`src/sv/pqe_pkg.sv`:
```
package pqe_pkg;

  // Fixed-point format of bounds and samples
  localparam int FRAC_BITS = 16;

  // Field widths
  localparam int X_W    = 21;  // bound / sample position, signed Q5.16
  localparam int N_W    = 11;  // interval count
  localparam int OP_W   = 2;   // method code
  localparam int ST_W   = 2;   // status code
  localparam int RES_W  = 64;  // result, signed Q32.32
  localparam int IN_TDATA_W  = 56;
  localparam int OUT_TDATA_W = 64;

  // Datapath widths, sized from the worst case of 21-bit bounds
  localparam int D_W    = X_W + 1;       // b - a
  localparam int MA_W   = D_W;           // multiplier operand A (signed)
  localparam int MB_W   = 35;            // multiplier operand B (signed)
  localparam int MP_W   = MA_W + MB_W;   // full product
  localparam int F_W    = 39;            // one polynomial sample
  localparam int S_W    = 52;            // weighted sample sum
  localparam int SM_W   = S_W - 1;       // magnitude of the sum
  localparam int SPLIT  = 26;            // low half of the sum magnitude
  localparam int DIVD_W = SM_W + D_W - 1; // dividend of the serial divider
  localparam int DIVR_W = 13;            // divisor, up to 3 * (2^N_W - 1)
  localparam int QO_W   = D_W + 1;       // position offset floor(d*j/2n)

  localparam int N_MAX  = (1 << N_W) - 1;

  // Polynomial constants in Q19.16
  localparam logic signed [MB_W-1:0] POLY_K4 = MB_W'(4 * (1 << FRAC_BITS));
  localparam logic signed [MB_W-1:0] POLY_K1 = MB_W'(1 << FRAC_BITS);

  typedef enum logic [OP_W-1:0] {
    OP_MID  = 2'd0,
    OP_TRAP = 2'd1,
    OP_SIMP = 2'd2,
    OP_BAD  = 2'd3
  } opcode_e;

  typedef enum logic [ST_W-1:0] {
    STAT_OK     = 2'd0,
    STAT_BAD_OP = 2'd1,
    STAT_ZERO_N = 2'd2,
    STAT_SAT    = 2'd3
  } status_e;

  // Operand B selection of the shared multiplier
  typedef enum logic [2:0] {
    MOP_SQ    = 3'd0,  // B = A
    MOP_ADD4  = 3'd1,  // B = (P >>> F) + 4
    MOP_PLAIN = 3'd2,  // B = P >>> F
    MOP_SUB1  = 3'd3,  // B = (P >>> F) - 1
    MOP_RAW   = 3'd4   // B from the operand input
  } mul_op_e;

  typedef struct packed {
    logic init;
    logic step;
  } pos_cmd_t;

  typedef struct packed {
    logic              start;
    logic [DIVD_W-1:0] dividend;
    logic [DIVR_W-1:0] divisor;
  } div_req_t;

endpackage

```
`src/sv/pqe_mul_unit.sv`:
```
module pqe_mul_unit (
  input  logic                             clk_i,
  input  logic                             en_i,
  input  pqe_pkg::mul_op_e                 op_i,
  input  logic signed [pqe_pkg::MA_W-1:0]  a_i,
  input  logic signed [pqe_pkg::MB_W-1:0]  b_i,
  output logic signed [pqe_pkg::MP_W-1:0]  p_o,
  output logic signed [pqe_pkg::F_W-1:0]   f_o
);

  logic signed [pqe_pkg::MP_W-1:0] p_q, p_d;
  logic signed [pqe_pkg::MP_W-1:0] p_sh;
  logic signed [pqe_pkg::MB_W-1:0] b_eff;
  logic signed [pqe_pkg::MP_W-1:0] a_ext, b_ext;

  // Floor of the previous product by 2^F feeds the next Horner step
  assign p_sh = p_q >>> pqe_pkg::FRAC_BITS;

  always_comb begin
    case (op_i)
      pqe_pkg::MOP_SQ:    b_eff = pqe_pkg::MB_W'(a_i);
      pqe_pkg::MOP_ADD4:  b_eff = p_sh[pqe_pkg::MB_W-1:0] + pqe_pkg::POLY_K4;
      pqe_pkg::MOP_PLAIN: b_eff = p_sh[pqe_pkg::MB_W-1:0];
      pqe_pkg::MOP_SUB1:  b_eff = p_sh[pqe_pkg::MB_W-1:0] - pqe_pkg::POLY_K1;
      pqe_pkg::MOP_RAW:   b_eff = b_i;
      default:            b_eff = b_i;
    endcase
  end

  assign a_ext = pqe_pkg::MP_W'(a_i);
  assign b_ext = pqe_pkg::MP_W'(b_eff);
  assign p_d   = a_ext * b_ext;

  always_ff @(posedge clk_i) begin
    if (en_i) begin
      p_q <= p_d;
    end
  end

  assign p_o = p_q;
  assign f_o = p_sh[pqe_pkg::F_W-1:0];

endmodule

```
`src/sv/pqe_div_unit.sv`:
```
module pqe_div_unit (
  input  logic                          clk_i,
  input  logic                          rst_ni,
  input  pqe_pkg::div_req_t             req_i,
  output logic                          done_o,
  output logic [pqe_pkg::DIVD_W-1:0]    quot_o,
  output logic [pqe_pkg::DIVR_W-1:0]    rem_o
);

  localparam int CNT_W = $clog2(pqe_pkg::DIVD_W + 1);

  logic                        busy_q, busy_d;
  logic                        done_q, done_d;
  logic [CNT_W-1:0]            cnt_q, cnt_d;
  logic [pqe_pkg::DIVD_W-1:0]  sh_q;
  logic [pqe_pkg::DIVR_W-1:0]  rem_q, dvs_q;
  logic [pqe_pkg::DIVR_W:0]    trial, diff;
  logic                        ge;

  // One restoring step: bring down the next dividend bit
  assign trial = {rem_q, sh_q[pqe_pkg::DIVD_W-1]};
  assign ge    = trial >= {1'b0, dvs_q};
  assign diff  = trial - {1'b0, dvs_q};

  // Iteration control
  always_comb begin
    busy_d = busy_q;
    cnt_d  = cnt_q;
    done_d = 1'b0;
    if (req_i.start) begin
      busy_d = 1'b1;
      cnt_d  = CNT_W'(pqe_pkg::DIVD_W);
    end else if (busy_q) begin
      cnt_d = cnt_q - 1'b1;
      if (cnt_q == CNT_W'(1)) begin
        busy_d = 1'b0;
        done_d = 1'b1;
      end
    end
  end

  always_ff @(posedge clk_i or negedge rst_ni) begin
    if (!rst_ni) begin
      busy_q <= 1'b0;
      done_q <= 1'b0;
      cnt_q  <= '0;
    end else begin
      busy_q <= busy_d;
      done_q <= done_d;
      cnt_q  <= cnt_d;
    end
  end

  // Quotient bits shift in as dividend bits shift out
  always_ff @(posedge clk_i) begin
    if (req_i.start) begin
      sh_q  <= req_i.dividend;
      rem_q <= '0;
      dvs_q <= req_i.divisor;
    end else if (busy_q) begin
      rem_q <= ge ? diff[pqe_pkg::DIVR_W-1:0] : trial[pqe_pkg::DIVR_W-1:0];
      sh_q  <= {sh_q[pqe_pkg::DIVD_W-2:0], ge};
    end
  end

  assign done_o = done_q;
  assign quot_o = sh_q;
  assign rem_o  = rem_q;

endmodule

```
`src/sv/pqe_pos_gen.sv`:
```
module pqe_pos_gen (
  input  logic                            clk_i,
  input  pqe_pkg::pos_cmd_t               cmd_i,
  input  logic signed [pqe_pkg::QO_W-1:0] qd_i,
  input  logic [pqe_pkg::DIVR_W-1:0]      rd_i,
  input  logic [pqe_pkg::DIVR_W-1:0]      den_i,
  output logic signed [pqe_pkg::QO_W-1:0] q_o
);

  // Tracks floor(d*j / 2n) as quotient plus remainder, one half step per beat
  logic signed [pqe_pkg::QO_W-1:0] q_q;
  logic [pqe_pkg::DIVR_W-1:0]      r_q;
  logic [pqe_pkg::DIVR_W:0]        r_sum, r_wrap;
  logic                            carry;

  assign r_sum  = {1'b0, r_q} + {1'b0, rd_i};
  assign carry  = r_sum >= {1'b0, den_i};
  assign r_wrap = r_sum - {1'b0, den_i};

  always_ff @(posedge clk_i) begin
    if (cmd_i.init) begin
      q_q <= '0;
      r_q <= '0;
    end else if (cmd_i.step) begin
      r_q <= carry ? r_wrap[pqe_pkg::DIVR_W-1:0] : r_sum[pqe_pkg::DIVR_W-1:0];
      q_q <= q_q + qd_i + pqe_pkg::QO_W'({1'b0, carry});
    end
  end

  assign q_o = q_q;

endmodule

```
`src/sv/polynomial_quadrature_engine.sv`:
```
// Integrates f(x) = x^5 + 4x^3 - x from a to b over n subintervals by composite
// midpoint (n samples), trapezoid or Simpson (n+1 samples), and returns the
// result in signed Q32.32 with a status code. Bounds are signed Q5.16; the
// interval count is clamped to MAX_INTERVALS, a zero count or method code 3
// returns 0 with an error status, and a final value outside 64 bits saturates.
// All intermediate widths cover the full 21-bit input range, so samples
// never overflow or saturate, though each Horner step floors its product.
// One request at a time: each sample makes four passes through the one
// shared multiplier, and the step and final scaling each take a pass
// through the bit-serial divider. Error requests skip both units. The
// input is refused while a request is in work; a finished result waits in
// the output register without holding up the next request. tdata bits
// 55:53 are ignored.
module polynomial_quadrature_engine #(
  parameter int MAX_INTERVALS = 1024
) (
  input  logic                               clk_i,
  input  logic                               rst_ni,
  input  logic                               s_axis_tvalid,
  output logic                               s_axis_tready,
  // lower_bound[20:0], upper_bound[41:21], interval_count[52:42], zero pad
  input  logic [pqe_pkg::IN_TDATA_W-1:0]     s_axis_tdata,
  // opcode[1:0]
  input  logic [pqe_pkg::OP_W-1:0]           s_axis_tuser,
  output logic                               m_axis_tvalid,
  input  logic                               m_axis_tready,
  // integral_value[63:0]
  output logic [pqe_pkg::OUT_TDATA_W-1:0]    m_axis_tdata,
  // status[1:0]
  output logic [pqe_pkg::ST_W-1:0]           m_axis_tuser
);

  localparam int N_CAP = (MAX_INTERVALS > pqe_pkg::N_MAX) ? pqe_pkg::N_MAX : MAX_INTERVALS;
  localparam logic [pqe_pkg::DIVD_W-1:0] LIM_POS =
    pqe_pkg::DIVD_W'(64'h7FFF_FFFF_FFFF_FFFF);
  localparam logic [pqe_pkg::DIVD_W-1:0] LIM_NEG =
    pqe_pkg::DIVD_W'(64'h8000_0000_0000_0000);

  typedef enum logic [13:0] {
    ST_IDLE = 14'h0001,
    ST_DDIV = 14'h0002,
    ST_ADV  = 14'h0004,
    ST_MUL0 = 14'h0008,
    ST_MUL1 = 14'h0010,
    ST_MUL2 = 14'h0020,
    ST_MUL3 = 14'h0040,
    ST_ACC  = 14'h0080,
    ST_SD0  = 14'h0100,
    ST_SD1  = 14'h0200,
    ST_SD2  = 14'h0400,
    ST_SD3  = 14'h0800,
    ST_FDIV = 14'h1000,
    ST_DONE = 14'h2000
  } state_e;

  state_e state_q, state_d;

  // Input fields
  logic signed [pqe_pkg::X_W-1:0]    a_in, b_in;
  logic [pqe_pkg::N_W-1:0]           n_in, n_eff;
  pqe_pkg::opcode_e                  op_in;
  logic signed [pqe_pkg::D_W-1:0]    d_in, d_neg_in;
  logic [pqe_pkg::D_W-2:0]           dmag_in;
  logic [pqe_pkg::DIVR_W-1:0]        den_in;

  // Request registers
  logic signed [pqe_pkg::X_W-1:0]    a_q, x_q, x_now;
  logic                              dneg_q;
  logic [pqe_pkg::D_W-2:0]           dmag_q;
  logic [pqe_pkg::N_W-1:0]           n_q, k_q, klast_q;
  pqe_pkg::opcode_e                  op_q;
  logic [pqe_pkg::DIVR_W-1:0]        den_q, rd_q;
  logic signed [pqe_pkg::QO_W-1:0]   qd_q;
  logic                              pend_q;
  logic [1:0]                        ws_q, ws_next;
  logic signed [pqe_pkg::S_W-1:0]    s_q, addend;
  logic [pqe_pkg::SM_W-1:0]          smag_q;
  logic                              sneg_q;
  logic signed [pqe_pkg::MP_W-1:0]   plo_q;
  logic [pqe_pkg::RES_W-1:0]         res_q;
  pqe_pkg::status_e                  stat_q;
  logic                              m_valid_q;
  logic [pqe_pkg::OUT_TDATA_W-1:0]   m_data_q;
  pqe_pkg::status_e                  m_user_q;

  // Shared units
  logic                              mul_en;
  pqe_pkg::mul_op_e                  mul_op;
  logic signed [pqe_pkg::MA_W-1:0]   mul_a;
  logic signed [pqe_pkg::MB_W-1:0]   mul_b;
  logic signed [pqe_pkg::MP_W-1:0]   mul_p;
  logic signed [pqe_pkg::F_W-1:0]    mul_f;
  pqe_pkg::pos_cmd_t                 pos_cmd;
  logic signed [pqe_pkg::QO_W-1:0]   pos_q;
  pqe_pkg::div_req_t                 div_req;
  logic                              div_done;
  logic [pqe_pkg::DIVD_W-1:0]        div_quot;
  logic [pqe_pkg::DIVR_W-1:0]        div_rem;

  // Derived values
  logic [pqe_pkg::QO_W-2:0]          qm;
  logic signed [pqe_pkg::QO_W-1:0]   qd_calc;
  logic [pqe_pkg::DIVR_W-1:0]        rd_calc, nc;
  logic [pqe_pkg::DIVD_W-1:0]        prod, qq;
  logic                              rneg, sat;
  logic                              in_beat, out_load, bad_req;

  // Unpack the input beat
  assign a_in     = s_axis_tdata[20:0];
  assign b_in     = s_axis_tdata[41:21];
  assign n_in     = s_axis_tdata[52:42];
  assign op_in    = pqe_pkg::opcode_e'(s_axis_tuser);
  assign n_eff    = (32'(n_in) > 32'(N_CAP)) ? pqe_pkg::N_W'(N_CAP) : n_in;
  assign d_in     = pqe_pkg::D_W'(b_in) - pqe_pkg::D_W'(a_in);
  assign d_neg_in = -d_in;
  assign dmag_in  = d_in[pqe_pkg::D_W-1] ? d_neg_in[pqe_pkg::D_W-2:0] : d_in[pqe_pkg::D_W-2:0];
  assign den_in   = pqe_pkg::DIVR_W'({n_eff, 1'b0});
  assign bad_req  = (op_in == pqe_pkg::OP_BAD) || (n_in == '0);

  assign s_axis_tready = (state_q == ST_IDLE);
  assign in_beat       = s_axis_tvalid && (state_q == ST_IDLE);
  assign out_load      = (state_q == ST_DONE) && (!m_valid_q || m_axis_tready);

  // Current sample position
  assign x_now = pqe_pkg::X_W'(pqe_pkg::QO_W'(a_q) + pos_q);

  // Signed step per half interval from the unsigned quotient
  assign qm      = div_quot[pqe_pkg::QO_W-2:0];
  assign qd_calc = dneg_q ? ((div_rem != '0) ? -pqe_pkg::QO_W'(qm) - 1'sb1
                                             : -pqe_pkg::QO_W'(qm))
                          : pqe_pkg::QO_W'(qm);
  assign rd_calc = (dneg_q && (div_rem != '0)) ? den_q - div_rem : div_rem;

  // Sample weight as a shift: midpoint and ends 1, trapezoid 2, Simpson 4 and 2
  always_comb begin
    ws_next = 2'd0;
    if (op_q != pqe_pkg::OP_MID && k_q != '0 && k_q != klast_q) begin
      if (op_q == pqe_pkg::OP_TRAP) begin
        ws_next = 2'd1;
      end else begin
        ws_next = k_q[0] ? 2'd2 : 2'd1;
      end
    end
  end

  assign addend = pqe_pkg::S_W'(mul_f) <<< ws_q;

  // Final divisor n*c and the product |S|*|d|
  always_comb begin
    case (op_q)
      pqe_pkg::OP_MID:  nc = pqe_pkg::DIVR_W'(n_q);
      pqe_pkg::OP_TRAP: nc = pqe_pkg::DIVR_W'({n_q, 1'b0});
      pqe_pkg::OP_SIMP: nc = pqe_pkg::DIVR_W'({n_q, 1'b0}) + pqe_pkg::DIVR_W'(n_q);
      default:          nc = pqe_pkg::DIVR_W'(n_q);
    endcase
  end

  assign prod = (pqe_pkg::DIVD_W'($unsigned(mul_p)) << pqe_pkg::SPLIT)
              + pqe_pkg::DIVD_W'($unsigned(plo_q));

  // Floor toward minus infinity, then saturate
  assign rneg = sneg_q ^ dneg_q;
  assign qq   = div_quot + pqe_pkg::DIVD_W'(rneg && (div_rem != '0));
  assign sat  = rneg ? (qq > LIM_NEG) : (qq > LIM_POS);

  // Sequencer
  always_comb begin
    state_d          = state_q;
    mul_en           = 1'b0;
    mul_op           = pqe_pkg::MOP_RAW;
    mul_a            = '0;
    mul_b            = '0;
    pos_cmd          = '0;
    div_req.start    = 1'b0;
    div_req.dividend = pqe_pkg::DIVD_W'(dmag_in);
    div_req.divisor  = den_in;
    case (state_q)
      ST_IDLE: begin
        if (s_axis_tvalid) begin
          if (bad_req) begin
            state_d = ST_DONE;
          end else begin
            div_req.start = 1'b1;
            state_d       = ST_DDIV;
          end
        end
      end
      ST_DDIV: begin
        if (div_done) begin
          pos_cmd.init = 1'b1;
          state_d      = (op_q == pqe_pkg::OP_MID) ? ST_ADV : ST_MUL0;
        end
      end
      ST_ADV: begin
        pos_cmd.step = 1'b1;
        state_d      = ST_MUL0;
      end
      ST_MUL0: begin
        mul_en       = 1'b1;
        mul_op       = pqe_pkg::MOP_SQ;
        mul_a        = pqe_pkg::MA_W'(x_now);
        pos_cmd.step = (k_q != klast_q);
        state_d      = ST_MUL1;
      end
      ST_MUL1: begin
        mul_en       = 1'b1;
        mul_op       = pqe_pkg::MOP_ADD4;
        mul_a        = pqe_pkg::MA_W'(x_q);
        pos_cmd.step = (k_q != klast_q);
        state_d      = ST_MUL2;
      end
      ST_MUL2: begin
        mul_en  = 1'b1;
        mul_op  = pqe_pkg::MOP_PLAIN;
        mul_a   = pqe_pkg::MA_W'(x_q);
        state_d = ST_MUL3;
      end
      ST_MUL3: begin
        mul_en  = 1'b1;
        mul_op  = pqe_pkg::MOP_SUB1;
        mul_a   = pqe_pkg::MA_W'(x_q);
        state_d = (k_q == klast_q) ? ST_ACC : ST_MUL0;
      end
      ST_ACC: begin
        state_d = ST_SD0;
      end
      ST_SD0: begin
        state_d = ST_SD1;
      end
      ST_SD1: begin
        mul_en  = 1'b1;
        mul_a   = $signed({1'b0, dmag_q});
        mul_b   = $signed(pqe_pkg::MB_W'(smag_q[pqe_pkg::SPLIT-1:0]));
        state_d = ST_SD2;
      end
      ST_SD2: begin
        mul_en  = 1'b1;
        mul_a   = $signed({1'b0, dmag_q});
        mul_b   = $signed(pqe_pkg::MB_W'(smag_q[pqe_pkg::SM_W-1:pqe_pkg::SPLIT]));
        state_d = ST_SD3;
      end
      ST_SD3: begin
        div_req.start    = 1'b1;
        div_req.dividend = prod;
        div_req.divisor  = nc;
        state_d          = ST_FDIV;
      end
      ST_FDIV: begin
        if (div_done) begin
          state_d = ST_DONE;
        end
      end
      ST_DONE: begin
        if (!m_valid_q || m_axis_tready) begin
          state_d = ST_IDLE;
        end
      end
      default: begin
        state_d = ST_IDLE;
      end
    endcase
  end

  // Control state
  always_ff @(posedge clk_i or negedge rst_ni) begin
    if (!rst_ni) begin
      state_q   <= ST_IDLE;
      m_valid_q <= 1'b0;
      pend_q    <= 1'b0;
      k_q       <= '0;
    end else begin
      state_q <= state_d;
      if (out_load) begin
        m_valid_q <= 1'b1;
      end else if (m_axis_tready) begin
        m_valid_q <= 1'b0;
      end
      case (state_q)
        ST_DDIV: begin
          k_q    <= '0;
          pend_q <= 1'b0;
        end
        ST_MUL0: pend_q <= 1'b0;
        ST_MUL3: begin
          pend_q <= 1'b1;
          if (k_q != klast_q) begin
            k_q <= k_q + 1'b1;
          end
        end
        ST_ACC:  pend_q <= 1'b0;
        default: begin
        end
      endcase
    end
  end

  // Datapath registers
  always_ff @(posedge clk_i) begin
    if (in_beat) begin
      a_q    <= a_in;
      dneg_q <= d_in[pqe_pkg::D_W-1];
      dmag_q <= dmag_in;
      n_q    <= n_eff;
      op_q   <= op_in;
      den_q  <= den_in;
      res_q  <= '0;
      stat_q <= (op_in == pqe_pkg::OP_BAD) ? pqe_pkg::STAT_BAD_OP : pqe_pkg::STAT_ZERO_N;
    end
    case (state_q)
      ST_DDIV: begin
        if (div_done) begin
          qd_q    <= qd_calc;
          rd_q    <= rd_calc;
          klast_q <= (op_q == pqe_pkg::OP_MID) ? n_q - 1'b1 : n_q;
          s_q     <= '0;
        end
      end
      ST_MUL0: begin
        x_q <= x_now;
        if (pend_q) begin
          s_q <= s_q + addend;
        end
      end
      ST_MUL3: ws_q <= ws_next;
      ST_ACC:  s_q  <= s_q + addend;
      ST_SD0: begin
        sneg_q <= s_q[pqe_pkg::S_W-1];
        smag_q <= s_q[pqe_pkg::S_W-1] ? pqe_pkg::SM_W'(-s_q) : pqe_pkg::SM_W'(s_q);
      end
      ST_SD2:  plo_q <= mul_p;
      ST_FDIV: begin
        if (div_done) begin
          if (sat) begin
            res_q  <= rneg ? 64'h8000_0000_0000_0000 : 64'h7FFF_FFFF_FFFF_FFFF;
            stat_q <= pqe_pkg::STAT_SAT;
          end else begin
            res_q  <= rneg ? -qq[pqe_pkg::RES_W-1:0] : qq[pqe_pkg::RES_W-1:0];
            stat_q <= pqe_pkg::STAT_OK;
          end
        end
      end
      default: begin
      end
    endcase
    if (out_load) begin
      m_data_q <= res_q;
      m_user_q <= stat_q;
    end
  end

  pqe_mul_unit u_mul (
    .clk_i (clk_i),
    .en_i  (mul_en),
    .op_i  (mul_op),
    .a_i   (mul_a),
    .b_i   (mul_b),
    .p_o   (mul_p),
    .f_o   (mul_f)
  );

  pqe_pos_gen u_pos (
    .clk_i (clk_i),
    .cmd_i (pos_cmd),
    .qd_i  (qd_q),
    .rd_i  (rd_q),
    .den_i (den_q),
    .q_o   (pos_q)
  );

  pqe_div_unit u_div (
    .clk_i  (clk_i),
    .rst_ni (rst_ni),
    .req_i  (div_req),
    .done_o (div_done),
    .quot_o (div_quot),
    .rem_o  (div_rem)
  );

  assign m_axis_tvalid = m_valid_q;
  assign m_axis_tdata  = m_data_q;
  assign m_axis_tuser  = m_user_q;

endmodule
```
`config.mk`:
```
export PLATFORM = sky130hd
export DESIGN_NAME = polynomial_quadrature_engine
export DESIGN_NICKNAME = d
export VERILOG_FILES = /design/src/sv/pqe_pkg.sv /design/src/sv/pqe_mul_unit.sv /design/src/sv/pqe_div_unit.sv /design/src/sv/pqe_pos_gen.sv /design/src/sv/polynomial_quadrature_engine.sv
export SDC_FILE = /design/constraint.sdc
export NUM_CORES = 2
export LEC_CHECK = 0
export BUFFER_PORTS_ARGS = -buffer_cell sky130_fd_sc_hd__buf_2
export CAP_MARGIN = 20
export CELL_PAD_IN_SITES_DETAIL_PLACEMENT = 1
export CELL_PAD_IN_SITES_GLOBAL_PLACEMENT = 1
export CORE_MARGIN = 8
export CORE_UTILIZATION = 55
export CTS_CLUSTER_DIAMETER = 60
export DETAILED_ROUTE_END_ITERATION = 6
export MAX_ROUTING_LAYER = met4
export PLACE_DENSITY_LB_ADDON = 0.25
export SYNTH_ARGS = -nofsm -noshare
export SYNTH_HDL_FRONTEND = slang
export SYNTH_SLANG_ARGS = --single-unit
export TNS_END_PERCENT = 10
```
`constraint.sdc`:
```
create_clock -name clk_i -period 17.35 [get_ports clk_i]
set_clock_uncertainty 0.15 [all_clocks]
set_input_delay 1.735 -clock clk_i [delete_from_list [all_inputs] [get_ports clk_i]]
set_output_delay 1.735 -clock clk_i [all_outputs]
set_load 0.02 [all_outputs]
```
After elaboration in Yosys (flattened, before gate mapping). Cells that the tools add are included.

Input bits: 62. Register bits after elaboration: 646. Output and inout bits: 68.

Add/sub/neg operators: 22. Multipliers: 1. Equality and inequality tests: 29. Reductions and logical operators: 30. Bitwise logic cells: 2. Shifts and indexed selects: 1. Magnitude comparators: 5. Multiplexer cells: 62.

Operators with widths (count): $mux W64 (6); $pmux W14 S14 (1); $pmux W52 S3 (1); $mux W72 (2); $pmux W35 S4 (1); $mux W52 (2); $mux W85 (1); $add A72 B1 Y72 (1); $add A72 B57 Y72 (1); $gt A72 B63 Y1 const B (1); $gt A72 B64 Y1 const B (1); $mux W14 (5); $pmux W22 S3 (1); $neg A64 Y64 (1); $mul A22 B35 Y57 (1); $add A52 B52 Y52 (1); $pmux W26 S2 (1); $sshl A39 B2 Y52 (1); $mux W51 (1); $neg A51 Y51 (1); $mux W13 (3); $add A35 B19 Y35 const B (1); $sub A35 B17 Y35 const B (1); $mux W11 (3); other kinds (71) (113).

Depth between registers and ports, before layout.
Depth in word-level cells: 8. Mapped depth: 43.

Cells and area by module. From an unflattened synthesis, not the netlist that was laid out.

Cells, all modules: 7592. Area, all modules: 70571.4 um2.

By module, submodules not included: polynomial_quadrature_engine (cells each 3397, sequential area each 12598.3 um2, area each 31637.8 um2, times used 1); pqe_mul_unit (cells each 3365, sequential area each 1711.6 um2, area each 30150.2 um2, times used 1); pqe_div_unit (cells each 382, sequential area each 3037.9 um2, area each 5178.7 um2, times used 1); pqe_pos_gen (cells each 448, sequential area each 720.7 um2, area each 3604.7 um2, times used 1).

Worst setup path before layout. Ideal clock, no wire load.

Kind: reg-to-reg. From: reg state_q[11]. To: reg u_mul.p_q, in the netlist u_mul.p_o[55] (data pin). Library setup time: 260 ps. Data arrival time: 10736 ps. Path slack: 6203 ps. Path buffers: 5. Required time: 16940 ps. Cell stages (with the launch flop): 37. Cell sequence: dfrtp_1 -> clkbuf_1 -> nor4_1 -> and2_0 -> and4_1 -> clkbuf_1 -> clkbuf_1 -> a221o_1 -> o31a_1 -> clkbuf_1 -> nand2_1 -> fa_1 -> inv_1 -> fa_1 -> inv_1 -> fa_1 -> inv_1 -> fa_1 -> fa_1 -> fa_1 -> inv_1 -> fa_1 -> inv_1 -> ha_1 -> clkbuf_1 -> a21o_1 -> a311o_1 -> nor2_1 -> nor3_1 -> o311ai_0 -> a21boi_0 -> o2111ai_1 -> a2111oi_0 -> o21a_1 -> o21ai_0 -> mux2i_1 -> nand2_1.

Cells in the longest elaborated chain, start to end: 5. Elaborated cells on any way between the ends: 17. Classes of those cells: mul: 1; eq/ne: 9; mux: 4; reduce/logical: 3.

RTL lines: start: declaration (RTL line polynomial_quadrature_engine.sv:56) `state_e state_q, state_d;`; start signal: assignment (RTL line polynomial_quadrature_engine.sv:272) `state_q <= state_d;`; $eq A14 B7 Y1, or another cell as far along (RTL line polynomial_quadrature_engine.sv:177) `case (state_q)`; $pmux W3 S4, or another cell as far along (RTL line polynomial_quadrature_engine.sv:177); $eq A3 B2 Y1, or another cell as far along (RTL line pqe_mul_unit.sv:20) `case (op_i)`; $pmux W35 S4 (RTL line pqe_mul_unit.sv:20); $mul A22 B35 Y57 (*) (RTL line pqe_mul_unit.sv:32) `assign p_d = a_ext * b_ext;`; via u_mul.p_d, one bit (RTL line pqe_mul_unit.sv:11) `logic signed [pqe_pkg::MP_W-1:0] p_q, p_d;`; end signal: assignment (RTL line pqe_mul_unit.sv:36) `p_q <= p_d;`; end: declaration (RTL line pqe_mul_unit.sv:11).

The timed path passes the listed nets; every way through them passes the cells marked *. A chain may end at the register's enable or synchronous reset.

Final worst setup path.
From: reg u_pos.q_q, in the netlist u_pos.q_o[0]. To: reg u_mul.p_q, in the netlist u_mul.p_o[55] (data pin).

Cells in the longest elaborated chain, start to end: 4.

RTL lines: start: declaration (RTL line pqe_pos_gen.sv:11) `logic signed [pqe_pkg::QO_W-1:0] q_q;`; start signal: assignment (RTL line pqe_pos_gen.sv:26) `q_q <= q_q + qd_i + pqe_pkg::QO_W'({1'b0, carry});`; $add A21 B21 Y21 (*) (RTL line polynomial_quadrature_engine.sv:125) `assign x_now = pqe_pkg::X_W'(pqe_pkg::QO_W'(a_q) + pos_q);`; $pmux W22 S3 (*) (RTL line polynomial_quadrature_engine.sv:177); $pmux W35 S4 (RTL line pqe_mul_unit.sv:20); $mul A22 B35 Y57 (*) (RTL line pqe_mul_unit.sv:32); via u_mul.p_d, one bit (RTL line pqe_mul_unit.sv:11).

Marked as above.

==> key figures <==
Setup path
  • Slowest-stage cell, CP: a21boi_0
  • Crit. End Element: flop
  • Critical path's largest stage delay: approximately 800 ps
  • Crit path top cell by count: fa_1
  • Startpoint Class: flop
  • Worst Setup Path Type: reg -> reg
  • Critical Path Fanout Max: 31
  • CP arrival: 14020 ps
  • Required @ worst endpoint: between 15000 and 20000 ps

Timing
  • Fin. Hold Viols: 0
  • Max Fclk: 72.6 MHz
  • Final period util: between 70 and 80%
  • Crit path setup slack, layout: 3570 ps
  • Worst-Margin Slew: approximately 1300 ps
  • RSZ-0062 raised after global routing: false
  • Worst rel slew slack: around an eighth
  • Fin Setup TNS: 0 ps
  • Max Slew Vio Count: 0
  • Final setup vio count: 0
  • Final min period: between 10000 and 15000 ps

Clocking
  • Clock slew at reported path FFs: about 60 ps
  • Buffer count from post-CTS setup fixing: 0
  • CTS tree: yes
  • CTS Buf Count: 73
  • Clock Root Buffer: clkbuf_16
  • Deepest clock path buffer count: 3
  • Post-CTS Hold Fix Bufs: 0
  • Post-CTS Resized: 0
  • Clock sink total: 642
  • H-tree depth: 3
  • Skew-Pair Late Insertion Delay: roughly 650 ps

Drt
  • Via count: between 50000 and 60000
  • Initial detailed-routing violation count: 4623
  • Vias/cell: about 6.2
  • Post-DRT Antenna Nets: 0
  • Total wire length: 231000 um
  • DR WL/cell: roughly 26 um
  • DRC viols: 0
  • Drt first pass iters: 6

Placement
  • Post-DP HPWL: 176000 um
  • Placed instance area: 0.0696 mm^2
  • Port buffer count: ~130
  • Worst slack at placement: 4000 ps
  • Gpl congestion: between 0.9 and 1

Finish
  • Share of layout cells above drive strength 1: 6.64%
  • Post-route cell area: 0.0722 mm^2
  • Fillers: between 10000 and 15000
  • Nets: 8430
  • P&R area growth vs syn: 6.99%

Floorplanning
  • Initial core utilization: 55.4%
  • CORE AREA: about 0.12 mm^2
  • Die area: 0.134 mm^2
  • Die H: 366 um
  • Chip Width: ~370 um
  • Cell Rows: about 130
  • Ports: 130

Synth
  • EDFF count, synth: between 400 and 500
  • Post-synthesis async set-or-reset flop share: approximately 5.6%
  • Sequential area share after synthesis: roughly a quarter
  • Most used flip-flop cell after synthesis: edfxtp_1
  • Post-synth top cells: inv_1 (1016), nand2_1 (859), fa_1 (772)
  • Area contributors post-synth: fa_1 (23%), edfxtp_1 (22%), ha_1 (7.3%)
  • Synthesized Nets: 8472
  • Synthesized area per cell: 9.31 um^2
  • Yosys warnings: 0
  • Post-Syn Area: 0.0674 mm^2
  • Synth Register Bits: ~640
  • Post-synth cell types: 100
  • Cells after Synth: 7247
  • Count leader, synth: inv_1
  • Share of the synthesized area in the top cell type: a little under a quarter
  • Largest area contributor in the netlist: fa_1

GRT
  • Vias in the first global route: 60410
  • GR Overflow Total: 0
  • Initial antenna violation count: 4
  • Largest net degree at the start of global routing: 73
  • Global-route wire length before repair: 357000 um
  • GRT Total Usage: 34.8%

Pwr
  • Clk network pwr share: roughly a quarter
  • PD cells: 95.4 mW/mm^2
  • Sequential share of power: 33.9%
  • Leak: 31.8 nW
  • Sw Ratio: a little over two fifths
  • Logic pwr share: 42.5%
  • Switching power: 0.00290 W
  • Pint: 0.00398 W
  • VDD IR max: 0.0000852 V

Outcome
  • Status: finished, final reports clean

Hold path
  • Hold Crit Class: reg -> reg

Run
  • Max-Cap Viols: 0
[worst paths after layout]
kind	start	to	slack, ps	cells past startpoint
worst max-delay path	u_pos.q_o[0]	u_mul.p_o[55]	3570	37
worst min-delay path	res_q[24]	m_axis_tdata[24]	280	0
worst max register to register	u_pos.q_o[0]	u_mul.p_o[55]	3570	37
worst min register to register	res_q[24]	m_axis_tdata[24]	280	0
max in group asynchronous	rst_ni	state_q[6]	15440	1
min in group asynchronous	rst_ni	u_div.cnt_q[4]	1040	1
[cells by family (layout without fill, tap and decap cells)]
kind of cell / Yosys count / in the layout / synth area share (%)
simple gates: 2198 / 2198 / 14.9
buf+inv: 1355 / 1372 / 7.65
compound gates: 1332 / 1332 / 12.7
fa+ha+maj: 1163 / 1163 / 30.2
flops: 642 / 642 / 26.6
xor+xnor: 486 / 486 / 6.31
mux: 71 / 71 / 1.71
other cells: 0 / 7 / 0
[registers in the layout, indices dropped and copies added (netlist names), 51 cells and up]
signal	flops
u_div.quot_o	72
m_axis_tdata	64
res_q	64
plo_q	57
u_mul.p_o	57
s_q	52
smag_q	51
[metal layers]
metal	share of wire, %	up-vias	track usage (%)
li1	-	24140	-
met1	38	28235	41.3
met2	48	2406	57.3
met3	7.4	759	5.82
met4	6.4	0	18.0
met5	0	-	-
[final cells by class]
class | instances | area (um^2) | area share, %
tap | 1625 | 2030 | 2.82
multi-input combinational | 5250 | 44500 | 61.6
inverter | 1017 | 3820 | 5.29
clock inverter | 42 | 485 | 0.673
antenna | 7 | 17.5 | 0.0243
timing repair buffer | 221 | 1360 | 1.89
sequential | 642 | 18000 | 24.9
clock buffer | 92 | 2000 | 2.77
[worst max-delay path, delay by kind of cell (launching register included)]
family | cells | cell delay [ps]
AO/OA/AOI/OAI | 14 | 4700
adder cells (fa/ha/maj) | 10 | 4970
buffers and inverters | 5 | 1000
flip-flops | 1 | 380
multiplexers | 1 | 160
AND/OR/NAND/NOR | 7 | 2120
[cell usage in the layout, fill, tap and decap left out, types with 130 or more instances in the layout]
master,count
o21ai_0,282
nor2_1,611
inv_1,1014
edfxtp_1,493
nand3_1,138
xnor2_1,325
a21oi_1,398
ha_1,391
nand2_1,852
a21o_1,130
fa_1,772
xor2_1,159
[stage by stage]
| stage | util, % | hold slack, ps | cells | power, W |
|---|---|---|---|---|
| final | 59.3 | 282 | 8896 | 0.00688 |
| after CTS | 59.2 | 284 | 8887 | 0.00684 |
| after detailed placement | 57.2 | 268 | 8753 | 0.00518 |
| after global placement | 57.2 | 265 | 8753 | 0.00503 |
| after global routing | 59.3 | 285 | 8894 | 0.00723 |
| after floorplan | - | 250 | 7247 | 0.00427 |
[power groups by stage]
stage	Clock, W	Sequential (W)	Combinational [W]
floorplan	0	0.00214	0.00213
global placement	0	0.00233	0.00270
CTS	0.00164	0.00232	0.00289
detailed placement	0	0.00234	0.00284
finish	0.00163	0.00233	0.00292
global route	0.00169	0.00235	0.00319
Power figures use the tool's default switching activity.
